### src/design/assert_macros.svh
// assertion macros used by the top-level design file
`ifndef ASSERT_MACROS_SVH
`define ASSERT_MACROS_SVH
// clocked property with reset disable
`define ASSERT_CLK(label, ck, rs, prop, msg) \
  label: assert property (@(posedge ck) disable iff (rs) prop) else $error(msg);
// antecedent implies consequent in the next cycle
`define ASSERT_NEXT(label, ck, rs, ante, cons, msg) \
  label: assert property (@(posedge ck) disable iff (rs) (ante) |=> (cons)) else $error(msg);
`endif

### src/design/lppd_pkg.sv
// shared types and constants of the lidar deskew core
package lppd_pkg;

  localparam int X_W     = 24;
  localparam int TH_W    = 16;
  localparam int AZ_W    = 16;
  localparam int TOFF_W  = 16;
  localparam int CFG_W   = 17;
  localparam int CMD_W   = 2;
  localparam int ST_W    = 2;
  localparam int SIN_W   = 17;
  localparam int Q_FRAC  = 14;

  localparam int POSE_DEPTH_DEF  = 64;
  localparam int AZ_PER_POSE_DEF = 180;

  localparam logic [CMD_W-1:0] CMD_POSE  = 2'd0;
  localparam logic [CMD_W-1:0] CMD_SCAN  = 2'd1;
  localparam logic [CMD_W-1:0] CMD_POINT = 2'd2;

  localparam logic [ST_W-1:0] ST_OK    = 2'd0;
  localparam logic [ST_W-1:0] ST_NEG   = 2'd1;
  localparam logic [ST_W-1:0] ST_RANGE = 2'd2;

  localparam logic REG_SENSOR_X = 1'b0;
  localparam logic REG_SENSOR_Y = 1'b1;

  localparam int PHASE_MUL   = 83443;
  localparam int PHASE_ROUND = 32768;
  localparam int ROT_ROUND   = 8192;
  localparam int SIN_A       = 25736;
  localparam int SIN_B       = 10543;
  localparam int SIN_C       = 1191;
  localparam int QUARTER     = 16384;

  typedef struct packed {
    logic signed [X_W-1:0]  x;
    logic signed [X_W-1:0]  y;
    logic signed [TH_W-1:0] theta;
  } pose_t;

  typedef struct packed {
    logic             valid;
    logic [CMD_W-1:0] cmd;
    logic [ST_W-1:0]  status;
  } side_t;

endpackage

### src/design/lppd_sine.sv
// pipelined q14 sine from a 16 bit turn phase, polynomial per quarter wave
module lppd_sine import lppd_pkg::*; (
  input  logic                    clk,
  input  logic [15:0]             phase,
  output logic signed [SIN_W-1:0] sine
);

  logic [14:0] r1, r2, r3, r4;
  logic        neg1, neg2, neg3, neg4;
  logic [14:0] x2_2, x2_3;
  logic [13:0] t1_3;
  logic [14:0] t2_4;
  logic [29:0] sq_p;
  logic [25:0] c_p;
  logic [28:0] t_p;
  logic [29:0] s_p;
  logic [15:0] s_mag;

  always_ff @(posedge clk) begin
    r1   <= phase[14] ? 15'(QUARTER) - {1'b0, phase[13:0]} : {1'b0, phase[13:0]};
    neg1 <= phase[15];
  end

  assign sq_p = 30'(r1) * 30'(r1);

  always_ff @(posedge clk) begin
    x2_2 <= sq_p[28:14];
    r2   <= r1;
    neg2 <= neg1;
  end

  assign c_p = 26'(x2_2) * 26'(SIN_C);

  always_ff @(posedge clk) begin
    t1_3 <= 14'(SIN_B) - 14'(c_p[25:14]);
    x2_3 <= x2_2;
    r3   <= r2;
    neg3 <= neg2;
  end

  assign t_p = 29'(x2_3) * 29'(t1_3);

  always_ff @(posedge clk) begin
    t2_4 <= 15'(SIN_A) - t_p[28:14];
    r4   <= r3;
    neg4 <= neg3;
  end

  assign s_p   = 30'(r4) * 30'(t2_4);
  assign s_mag = s_p[29:14];

  always_ff @(posedge clk) begin
    sine <= neg4 ? -$signed({1'b0, s_mag}) : $signed({1'b0, s_mag});
  end

endmodule

### config.mk
export PLATFORM = sky130hd
export DESIGN_NAME = lppd_sine
export DESIGN_NICKNAME = d
export VERILOG_FILES = /design/src/design/assert_macros.svh /design/src/design/lppd_pkg.sv /design/src/design/lppd_sine.sv
export SDC_FILE = /design/constraint.sdc
export NUM_CORES = 2
export LEC_CHECK = 0
export BUFFER_PORTS_ARGS = -buffer_cell sky130_fd_sc_hd__clkbuf_2
export CAP_MARGIN = 30
export CORE_ASPECT_RATIO = 1.1
export CORE_MARGIN = 5
export CORE_UTILIZATION = 63
export DETAILED_ROUTE_END_ITERATION = 7
export GPL_ROUTABILITY_DRIVEN = 0
export PLACE_DENSITY = 0.9
export SLEW_MARGIN = 25
export SYNTH_ARGS = -nofsm -noshare
export SYNTH_HDL_FRONTEND = slang
export SYNTH_SLANG_ARGS = --single-unit
### constraint.sdc
create_clock -name clk -period 16.2 [get_ports clk]
set_input_delay 4.86 -clock clk [delete_from_list [all_inputs] [get_ports clk]]
set_output_delay 4.86 -clock clk [all_outputs]
set_load 0.02 [all_outputs]
==> run_results.csv <==
group,metric,value,unit
final_layout,utilization,0.6675,
clocking,cts_max_level,4,
synthesis,synthTopCellsByArea,"fa_1 38%, ha_1 17%, dfxtp_1 11%, inv_1 9.1%, and2_1 6.5%",
synthesis,synth_ff_type,"dfxtp_1",
synthesis,syn_inst,2828,
sta,drv_slew,0,
sta,worstMarginPinSlew,889.0,ps
die,num_io_pins,34,
clocking,cts_buffer_depth,2,
grt,grt-ovfl-total,0,
sta,max_slew_margin,0.4023,
routing,ant_nets,0,
synthesis,yosys_warnings,0,
synthesis,synth.distinct_cells,75,
clocking,cts_setup_buffers,0,
grt,gr-usage-met2,0.4873,
placement,io_buffers,33,
critical_path,critPathMaxFanout,14,
grt,antenna_found_initial,0,
critical_path,reg2reg_depth,27,
final_layout,diodes,0,
critical_path,cp-start-kind,"register",
clocking,insertion_delay,460,ps
sta,rsz0062_at_grt,"no",
placement,dp.cells,3333,
clocking,ctsHoldBuffers,0,
routing,vias,19390,
critical_path,worstPathRequired,16540,ps
critical_path,endpoint_kind,"register",
clocking,numClockSinks,140,
synthesis,synth.largest_area_cell,"fa_1",
job,drv_cap,0,
die,die_y,225.0,um
grt,gr-usage-met1,0.3222,
die,num_rows,78,
clocking,cts_tree,"yes",
sta,tns,0,ps
routing,routedWlPerCell,17.72,um
critical_path,startpoint,"x2_3[7]",
placement,hpwl,47.12,mm
final_layout,nets,3668,
outcome,status,"completed",
final_layout,syn2layout_area_growth,4.309,%
grt,track_usage,0.2712,
clocking,clkTransAtPathRegs,70,ps
synthesis,synth_seq_cells,140,
critical_path,worstReg2RegEnd,"t2_4[14]",
sta,clock.fmax,0.1341,GHz
die,die_w,205.5,um
sta,setup_viol,0,
synthesis,ys_seq_area_frac,0.1058,
grt,grt_use_met3,0.04246,
die,dieArea,0.04623,mm2
sta,finalHoldViolCount,0,
final_layout,layout_common_cells,"644 x inv_1, 497 x fa_1, 362 x ha_1",
clocking,cts_buffers,17,
sta,skew,14.35,ps
routing,viasPerCell,5.761,
critical_path,critical_path_class,"reg2reg",
final_layout,fin_cells,3365,
routing,dr.pass1.iters,6,
final_layout,layout_commonest_cell,"inv_1",
worst_hold_path,min_path_type,"reg2reg",
grt,grt_busiest_layer,"met2",
sta,fin_crit_sh,0.4604,
sta,finalWorstSetupSlack,8742,ps
synthesis,synth_nets,3704,
sta,period_needed,7458,ps
critical_path,r2r_setup_slack,8740,ps
synthesis,synth_top_area_share,0.3758,
synthesis,synthArstFlopShare,0,
die,core_region_area,0.04138,mm2
critical_path,cp.arrival,7800,ps
synthesis,synth_area,0.02648,mm2
grt,grt_pass1_wl,102.4,mm
final_layout,layout-drive-gt1-share,0.03458,
critical_path,crit_end,"t2_4[14]",
die,start_util,0.6399,
clocking,post_cts_resized,0,
grt,grt_pass1_vias,21440,
routing,routed_wl,59.61,mm
synthesis,avgSynthCellArea,9.363,um2
clocking,cts-root-buf,"clkbuf_16",
critical_path,rr_startpoint,"x2_3[7]",
grt,grt_max_degree,21,
placement,dp_slack,8822,ps
final_layout,fill_cells,2892,
synthesis,synth-edff-count,0,
routing,route.detailed.drc,0,
routing,drt_iter0_drc,1607,
## logic make-up (layout without fill, tap and decap cells)
logic type / count (synthesis) / after routing / synth area share
multiplexers: 5 / 5 / 0.001985
AND/OR/NAND/NOR: 745 / 745 / 0.1426
buffers and inverters: 732 / 709 / 0.1038
flip-flops: 140 / 140 / 0.1058
adder cells (fa/ha/maj): 859 / 859 / 0.5468
XOR/XNOR: 98 / 98 / 0.03242
AO/OA/AOI/OAI: 249 / 249 / 0.06663
## state kept, by name (all words and copies together), names as in the netlist
signal and count:
neg1 1, neg2 1, neg3 1, neg4 1
r1 15, r2 15, r3 15, r4 15
sine 17, t1_3 14, t2_4 15, x2_2 15
x2_3 15
## stage by stage
step / instance area (um2) / hold WS (ps)
after detailed placement: 27010 / 312.1
after CTS: 27620 / 328.0
after global placement: 27010 / 310.8
final: 27620 / 326.5
after global routing: 27620 / 326.5
after floorplan: 26480 / 309.6
## critical path, stage by stage (launching register included)
cell	delay, ps
dfxtp_1	500
and2_1	280
fa_1	530
inv_1	60
fa_1	520
inv_1	80
fa_1	500
inv_1	60
fa_1	520
inv_1	50
fa_1	480
inv_1	50
fa_1	470
inv_1	40
ha_1	300
and3_1	190
a221o_1	330
a21oi_1	210
o21bai_1	130
xor2_1	230
inv_1	80
ha_1	240
nor4b_1	160
nor3_1	470
o41ai_4	160
a2111oi_1	440
nand4b_1	180
xnor2_1	70
## Yosys cell counts (all sizes together), types with 7 or more instances
library cell and instances:
a21oi 53, nor2b 7, nand3 16, nor2 52, a211oi 12, o21bai 8
o21a 10, xor2 34, o211ai 9, o31ai 10, nor3 22, ha 362
and2 278, xnor2 64, a21o 32, o21ai 49, clkbuf 87, dfxtp 140
fa 497, nand4 13, and3 9, inv 644, or3 12, nand2 305
## per-layer routing
metal,vias up,wire [um]
li1,8618,-
met1,9657,21890
met2,879,31070
met3,233,4071
met4,0,2578
met5,-,0
## final cells by class
type	count	area, um2	share of cell area
Inverter	644	2417	0.08752
Tap cell	560	700.7	0.02537
Sequential cell	140	2803	0.1015
Timing Repair Buffer	33	165.2	0.005980
Clock inverter	13	152.6	0.005527
Clock buffer	19	452.9	0.01640
Multi-Input combinational cell	1956	20930	0.7577
## how the worst min path moves through the flow
stage / cells past startpoint / start / slack (ps) / end
after global placement: 0 / r2[5] / 310 / r3[5]
after detailed placement: 0 / r2[4] / 310 / r3[4]
after floorplan: 0 / neg1 / 310 / neg2
after global routing: 0 / r3[0] / 330 / r4[0]
final: 0 / r3[0] / 330 / r4[0]
after CTS: 0 / r3[7] / 330 / r4[7]
Power is left out: the tool's default activity adds up to more than one toggle a clock period on the data nets, which glitch-free logic cannot reach.
