==> config.mk <==
export PLATFORM = sky130hd
export DESIGN_NAME = lppd_cdiv
export DESIGN_NICKNAME = d
export VERILOG_FILES = /design/src/design/assert_macros.svh /design/src/design/lppd_pkg.sv /design/src/design/lppd_cdiv.sv
export SDC_FILE = /design/constraint.sdc
export NUM_CORES = 1
export LEC_CHECK = 0
export BUFFER_PORTS_ARGS = -buffer_cell sky130_fd_sc_hd__buf_2
export CORE_UTILIZATION = 50
export CTS_BUF_LIST = sky130_fd_sc_hd__clkbuf_2
export DETAILED_ROUTE_END_ITERATION = 7
export GPL_TIMING_DRIVEN = 0
export PLACE_DENSITY = 0.79
export RECOVER_POWER = 100
export SYNTH_ARGS = -nofsm -noshare
export SYNTH_HDL_FRONTEND = slang
export SYNTH_SLANG_ARGS = --single-unit
==> constraint.sdc <==
create_clock -name clk -period 11.6 [get_ports clk]
set_input_delay 0.58 -clock clk [delete_from_list [all_inputs] [get_ports clk]]
set_output_delay 0.58 -clock clk [all_outputs]
set_load 0.03 [all_outputs]
==> src/design/assert_macros.svh <==
// assertion macros used by the top-level design file
`ifndef ASSERT_MACROS_SVH
`define ASSERT_MACROS_SVH
// clocked property with reset disable
`define ASSERT_CLK(label, ck, rs, prop, msg) \
  label: assert property (@(posedge ck) disable iff (rs) prop) else $error(msg);
// antecedent implies consequent in the next cycle
`define ASSERT_NEXT(label, ck, rs, ante, cons, msg) \
  label: assert property (@(posedge ck) disable iff (rs) (ante) |=> (cons)) else $error(msg);
`endif

==> src/design/lppd_pkg.sv <==
// shared types and constants of the lidar deskew core
package lppd_pkg;

  localparam int X_W     = 24;
  localparam int TH_W    = 16;
  localparam int AZ_W    = 16;
  localparam int TOFF_W  = 16;
  localparam int CFG_W   = 17;
  localparam int CMD_W   = 2;
  localparam int ST_W    = 2;
  localparam int SIN_W   = 17;
  localparam int Q_FRAC  = 14;

  localparam int POSE_DEPTH_DEF  = 64;
  localparam int AZ_PER_POSE_DEF = 180;

  localparam logic [CMD_W-1:0] CMD_POSE  = 2'd0;
  localparam logic [CMD_W-1:0] CMD_SCAN  = 2'd1;
  localparam logic [CMD_W-1:0] CMD_POINT = 2'd2;

  localparam logic [ST_W-1:0] ST_OK    = 2'd0;
  localparam logic [ST_W-1:0] ST_NEG   = 2'd1;
  localparam logic [ST_W-1:0] ST_RANGE = 2'd2;

  localparam logic REG_SENSOR_X = 1'b0;
  localparam logic REG_SENSOR_Y = 1'b1;

  localparam int PHASE_MUL   = 83443;
  localparam int PHASE_ROUND = 32768;
  localparam int ROT_ROUND   = 8192;
  localparam int SIN_A       = 25736;
  localparam int SIN_B       = 10543;
  localparam int SIN_C       = 1191;
  localparam int QUARTER     = 16384;

  typedef struct packed {
    logic signed [X_W-1:0]  x;
    logic signed [X_W-1:0]  y;
    logic signed [TH_W-1:0] theta;
  } pose_t;

  typedef struct packed {
    logic             valid;
    logic [CMD_W-1:0] cmd;
    logic [ST_W-1:0]  status;
  } side_t;

endpackage

==> src/design/lppd_cdiv.sv <==
// pipelined division of a magnitude by a constant, reciprocal with correction
module lppd_cdiv import lppd_pkg::*; #(
  parameter int W = 17,
  parameter int DIV = AZ_PER_POSE_DEF,
  localparam int DW = $clog2(DIV + 1)
) (
  input  logic                clk,
  input  logic [W-1:0]        mag,
  input  logic                neg,
  output logic signed [W:0]   quo,
  output logic [DW-1:0]       rem
);

  localparam int SH = W;
  localparam longint unsigned RECIP = (64'd1 << SH) / DIV;
  localparam int RW = $clog2(RECIP + 1);
  localparam int LO = (W + 1) / 2;
  localparam int HI = W - LO;

  logic [LO+RW-1:0] p_lo;
  logic [HI+RW-1:0] p_hi;
  logic [W-1:0]     mag_a;
  logic             neg_a;
  logic [W+RW-1:0]  sum_b;
  logic [W-1:0]     q_b;
  logic [W-1:0]     mag_b;
  logic             neg_b;
  logic [W+DW-1:0]  prod_c;
  logic [W+DW-1:0]  r_c;
  logic             fix_c;
  logic [W-1:0]     q_c;
  logic [W+DW-1:0]  r_fix;

  // partial products
  always_ff @(posedge clk) begin
    p_lo  <= (LO+RW)'(mag[LO-1:0]) * (LO+RW)'(RECIP);
    p_hi  <= (HI+RW)'(mag[W-1:LO]) * (HI+RW)'(RECIP);
    mag_a <= mag;
    neg_a <= neg;
  end

  assign sum_b = ((W+RW)'(p_hi) << LO) + (W+RW)'(p_lo);

  // quotient estimate, low by at most one
  always_ff @(posedge clk) begin
    q_b   <= W'(sum_b >> SH);
    mag_b <= mag_a;
    neg_b <= neg_a;
  end

  assign prod_c = (W+DW)'(q_b) * (W+DW)'(DIV);
  assign r_c    = (W+DW)'(mag_b) - prod_c;
  assign fix_c  = (r_c >= (W+DW)'(DIV));
  assign q_c    = q_b + W'(fix_c);
  assign r_fix  = fix_c ? r_c - (W+DW)'(DIV) : r_c;

  always_ff @(posedge clk) begin
    quo <= neg_b ? -$signed({1'b0, q_c}) : $signed({1'b0, q_c});
    rem <= DW'(r_fix);
  end

endmodule

==> key figures <==
Clock network
  • Number of buffers inserted during clock tree synthesis: 9
  • Cell chosen for the clock root: sky130_fd_sc_hd__clkbuf_2
  • Number of buffers inserted to repair setup after CTS: 0
  • CTS tree: done
  • Number of resized instances in the post-cts repair step: 0
  • Total number of H-tree levels: 3
  • Clock slew seen by the registers of the worst setup and hold paths: 0.24 ns
  • Hold Buf Count CTS: 0
  • Max clock buf depth: 2
  • Clock insertion delay at the later pin of the skew report: around 0.6 ns
  • Sinks on Clock Net: just over 90

STA
  • Crit path time final: roughly 7.5 ns
  • Achievable clock frequency: 133.4 MHz
  • Count of pins over their slew limit: 0
  • Share of the cycle needed by the critical path after routing: 0.6465
  • Fin Setup TNS: 0 ns
  • WHS: 0.05555 ns
  • Endpoints failing hold: 0
  • Final setup violation count: 0
  • Worst-margin pin slew: 1.302 ns
  • Setup repair after global routing missed its margin: false
  • Rel. slew slack: 0.1195
  • Post-Route Skew: ~0.035 ns

Routing
  • Length of the first detailed-routing pass in iterations: 4
  • Residual antenna-violating net count after detailed routing: 0
  • Drt via density: between 5 and 6
  • Final WL: between 10 and 15 mm
  • Routed WL per cell: approximately 12 µm
  • DRC violation count after routing: 0
  • Number of violations reported at the end of detailed-routing iteration 0: 222
  • Vias after detailed routing: about 4900

Yosys
  • EDFF count, synth: 0
  • Post-synthesis area per instance: just under 10 µm²
  • Main flop type after synthesis: sky130_fd_sc_hd__dfxtp_1
  • Post-Synthesis Cell Area: just under 7000 µm²
  • Number of warning messages in the yosys log: 0
  • Number of library cell types mapped by synthesis: 56
  • Proportion of synthesized chip area in sequential cells: 0.2683
  • Number of synthesized register bits: between 90 and 100
  • Number of nets in the synthesized netlist: between 900 and 1000
  • Async set or reset register ratio after synthesis: 0
  • Synthesized instance count: slightly above 700

Die
  • Die extent in x: approximately 120 µm
  • Starting density of the core: 0.5177
  • Std cell rows: between 40 and 50
  • Area of the placeable core: between 10000 and 15000 µm²
  • Number of top-level design ports: 45
  • Total die area: between 10000 and 15000 µm²
  • Height of the chip: approximately 120 µm

Setup path
  • Required time reported for the critical path endpoint: around 12 ns
  • Crit path capture type: register
  • Kind of start point of the critical path: register
  • Cell at the slowest stage of the critical path: sky130_fd_sc_hd__fa_1
  • Path depth of the worst reg2reg path: 33
  • Worst Path Buf+Inv: 4
  • Type of the setup path with the least slack: reg2reg
  • Delay of the slowest cell on the worst path: between 0.5 and 0.6 ns
  • Data arrival time of the critical path: around 8.0 ns
  • Worst path top cell family by delay: compound AO/OA/AOI/OAI gates
  • Peak fanout along the critical path: 9
  • Stages on the worst setup path: 33

Job
  • Max-cap violations: 0

Cells and area
  • Most common library cell in the layout ignoring fill and taps: sky130_fd_sc_hd__ha_1
  • Layout cell share with drive strength beyond 1: 0.03077
  • Core utilization of the finished layout: 0.5546
  • Final std cells w/o fill: between 900 and 1000
  • Layout Nets: 967
  • Leading cell types in the layout, fill and taps excluded: 128 x sky130_fd_sc_hd__ha_1, 120 x sky130_fd_sc_hd__inv_1, 93 x sky130_fd_sc_hd__dfxtp_1
  • Diode insertion count for antenna repair: 0
  • Area added between synthesis and finish: 7.124%

Global route
  • Via count of the first global-routing pass: between 4000 and 5000
  • Overflow left after global routing: 0
  • Global-route usage over all layers: 0.1805
  • Largest net degree at the start of global routing: 15
  • Initial antenna violation count: 0
  • First-pass GRT wire length: 20.75 mm

Place
  • RD Place Congestion: roughly 0.86
  • Count of buffers inserted at the top-level ports: 44
  • Final HPWL from detailed placement: approximately 9.9 mm
  • Cells after DPL: 941

Worst hold path
  • Count of cells along the worst hold path: 1
  • HP Class: in2reg

Run status
  • Result of the run: finished, final reports clean
-- routing by layer --
metal | track usage | wire (µm) | share of wire | up-vias
met3 | 0.03660 | 423 | 0.036 | 15
met5 | 0 | 0 | 0 | -
li1 | - | - | - | 2537
met2 | 0.3183 | 5632 | 0.48 | 68
met4 | 0.05547 | 175 | 0.015 | 0
met1 | 0.2201 | 5501 | 0.47 | 2246
-- cell usage after synthesis, drive strengths merged (2+ instances only) --
library cell,count,share of area
nor3,14,0.010
dfxtp,93,0.27
nor2b,8,0.0072
or2,5,0.0045
or3,5,0.0045
o41a,4,0.0065
nand3,21,0.015
nor4,2,0.0018
a211oi,3,0.0032
o31ai,4,0.0043
nand4,8,0.0072
nand2b,3,0.0027
a41oi,2,0.0025
a211o,3,0.0038
mux2i,4,0.0058
or4,2,0.0022
a31oi,6,0.0054
nand2,29,0.016
o22ai,2,0.0018
o211ai,2,0.0029
a21o,8,0.0088
xor2,24,0.030
and2,3,0.0027
xnor2,44,0.056
inv,120,0.065
a21boi,3,0.0032
ha,128,0.23
buf,4,0.0025
a21oi,34,0.026
clkbuf,5,0.0027
fa,44,0.13
a41o,2,0.0029
o21ai,10,0.0072
o21bai,8,0.0087
and3,6,0.0054
o21a,6,0.0065
nor2,40,0.022
-- final cells by class --
class	instances	area, µm²
Clock inverter	6	78.83
Clock buffer	9	45.04
Multi-Input combinational cell	499	4574
Tap cell	176	220.2
Buffer	9	35.03
Fill cell	1230	5968
Sequential cell	93	1862
Inverter	120	450.4
Timing Repair Buffer	44	166.4
-- stage by stage --
stage               area [µm²]  worst slack, ns
global placement          7378            4.236
global route              7432            3.441
CTS                       7502            4.144
detailed placement        7378            4.157
floorplan                 6938            4.934
finish                    7432            4.101
-- state kept, by name, summed over array words and instances, names as in the netlist --
register and cells:
mag_a 17, mag_b 17, neg_a 1, neg_b 1, p_hi 14, p_lo 7, q_b 10, quo 18
rem 8
-- worst paths after layout --
kind / from / to / slack (ns)
hold reg to reg: mag_a[2] / mag_b[2] / 0.30
setup / recovery: q_b[2] / quo[9] / 4.10
hold / removal: neg / neg_a / 0.06
setup reg to reg: q_b[2] / quo[9] / 4.10
-- worst reg2reg max path, delay by kind of cell (launching register included) --
family          cells  cell delay (ns)
flops               1             0.48
buf+inv             4             0.57
simple gates        7             1.44
fa+ha+maj           7             2.27
compound gates     13             2.38
xor+xnor            2             0.28
-- logic make-up after synthesis --
logic type	count (synthesis)	share of synthesized area
XOR/XNOR	68	0.08584
multiplexers	4	0.005771
adder cells (fa/ha/maj)	172	0.3578
flip-flops	93	0.2684
buffers and inverters	129	0.07015
AND/OR/NAND/NOR	149	0.1064
AO/OA/AOI/OAI	106	0.1057
Power is not shown: default switching activity piles up to over one toggle a cycle in this logic, so the estimate is an artifact.
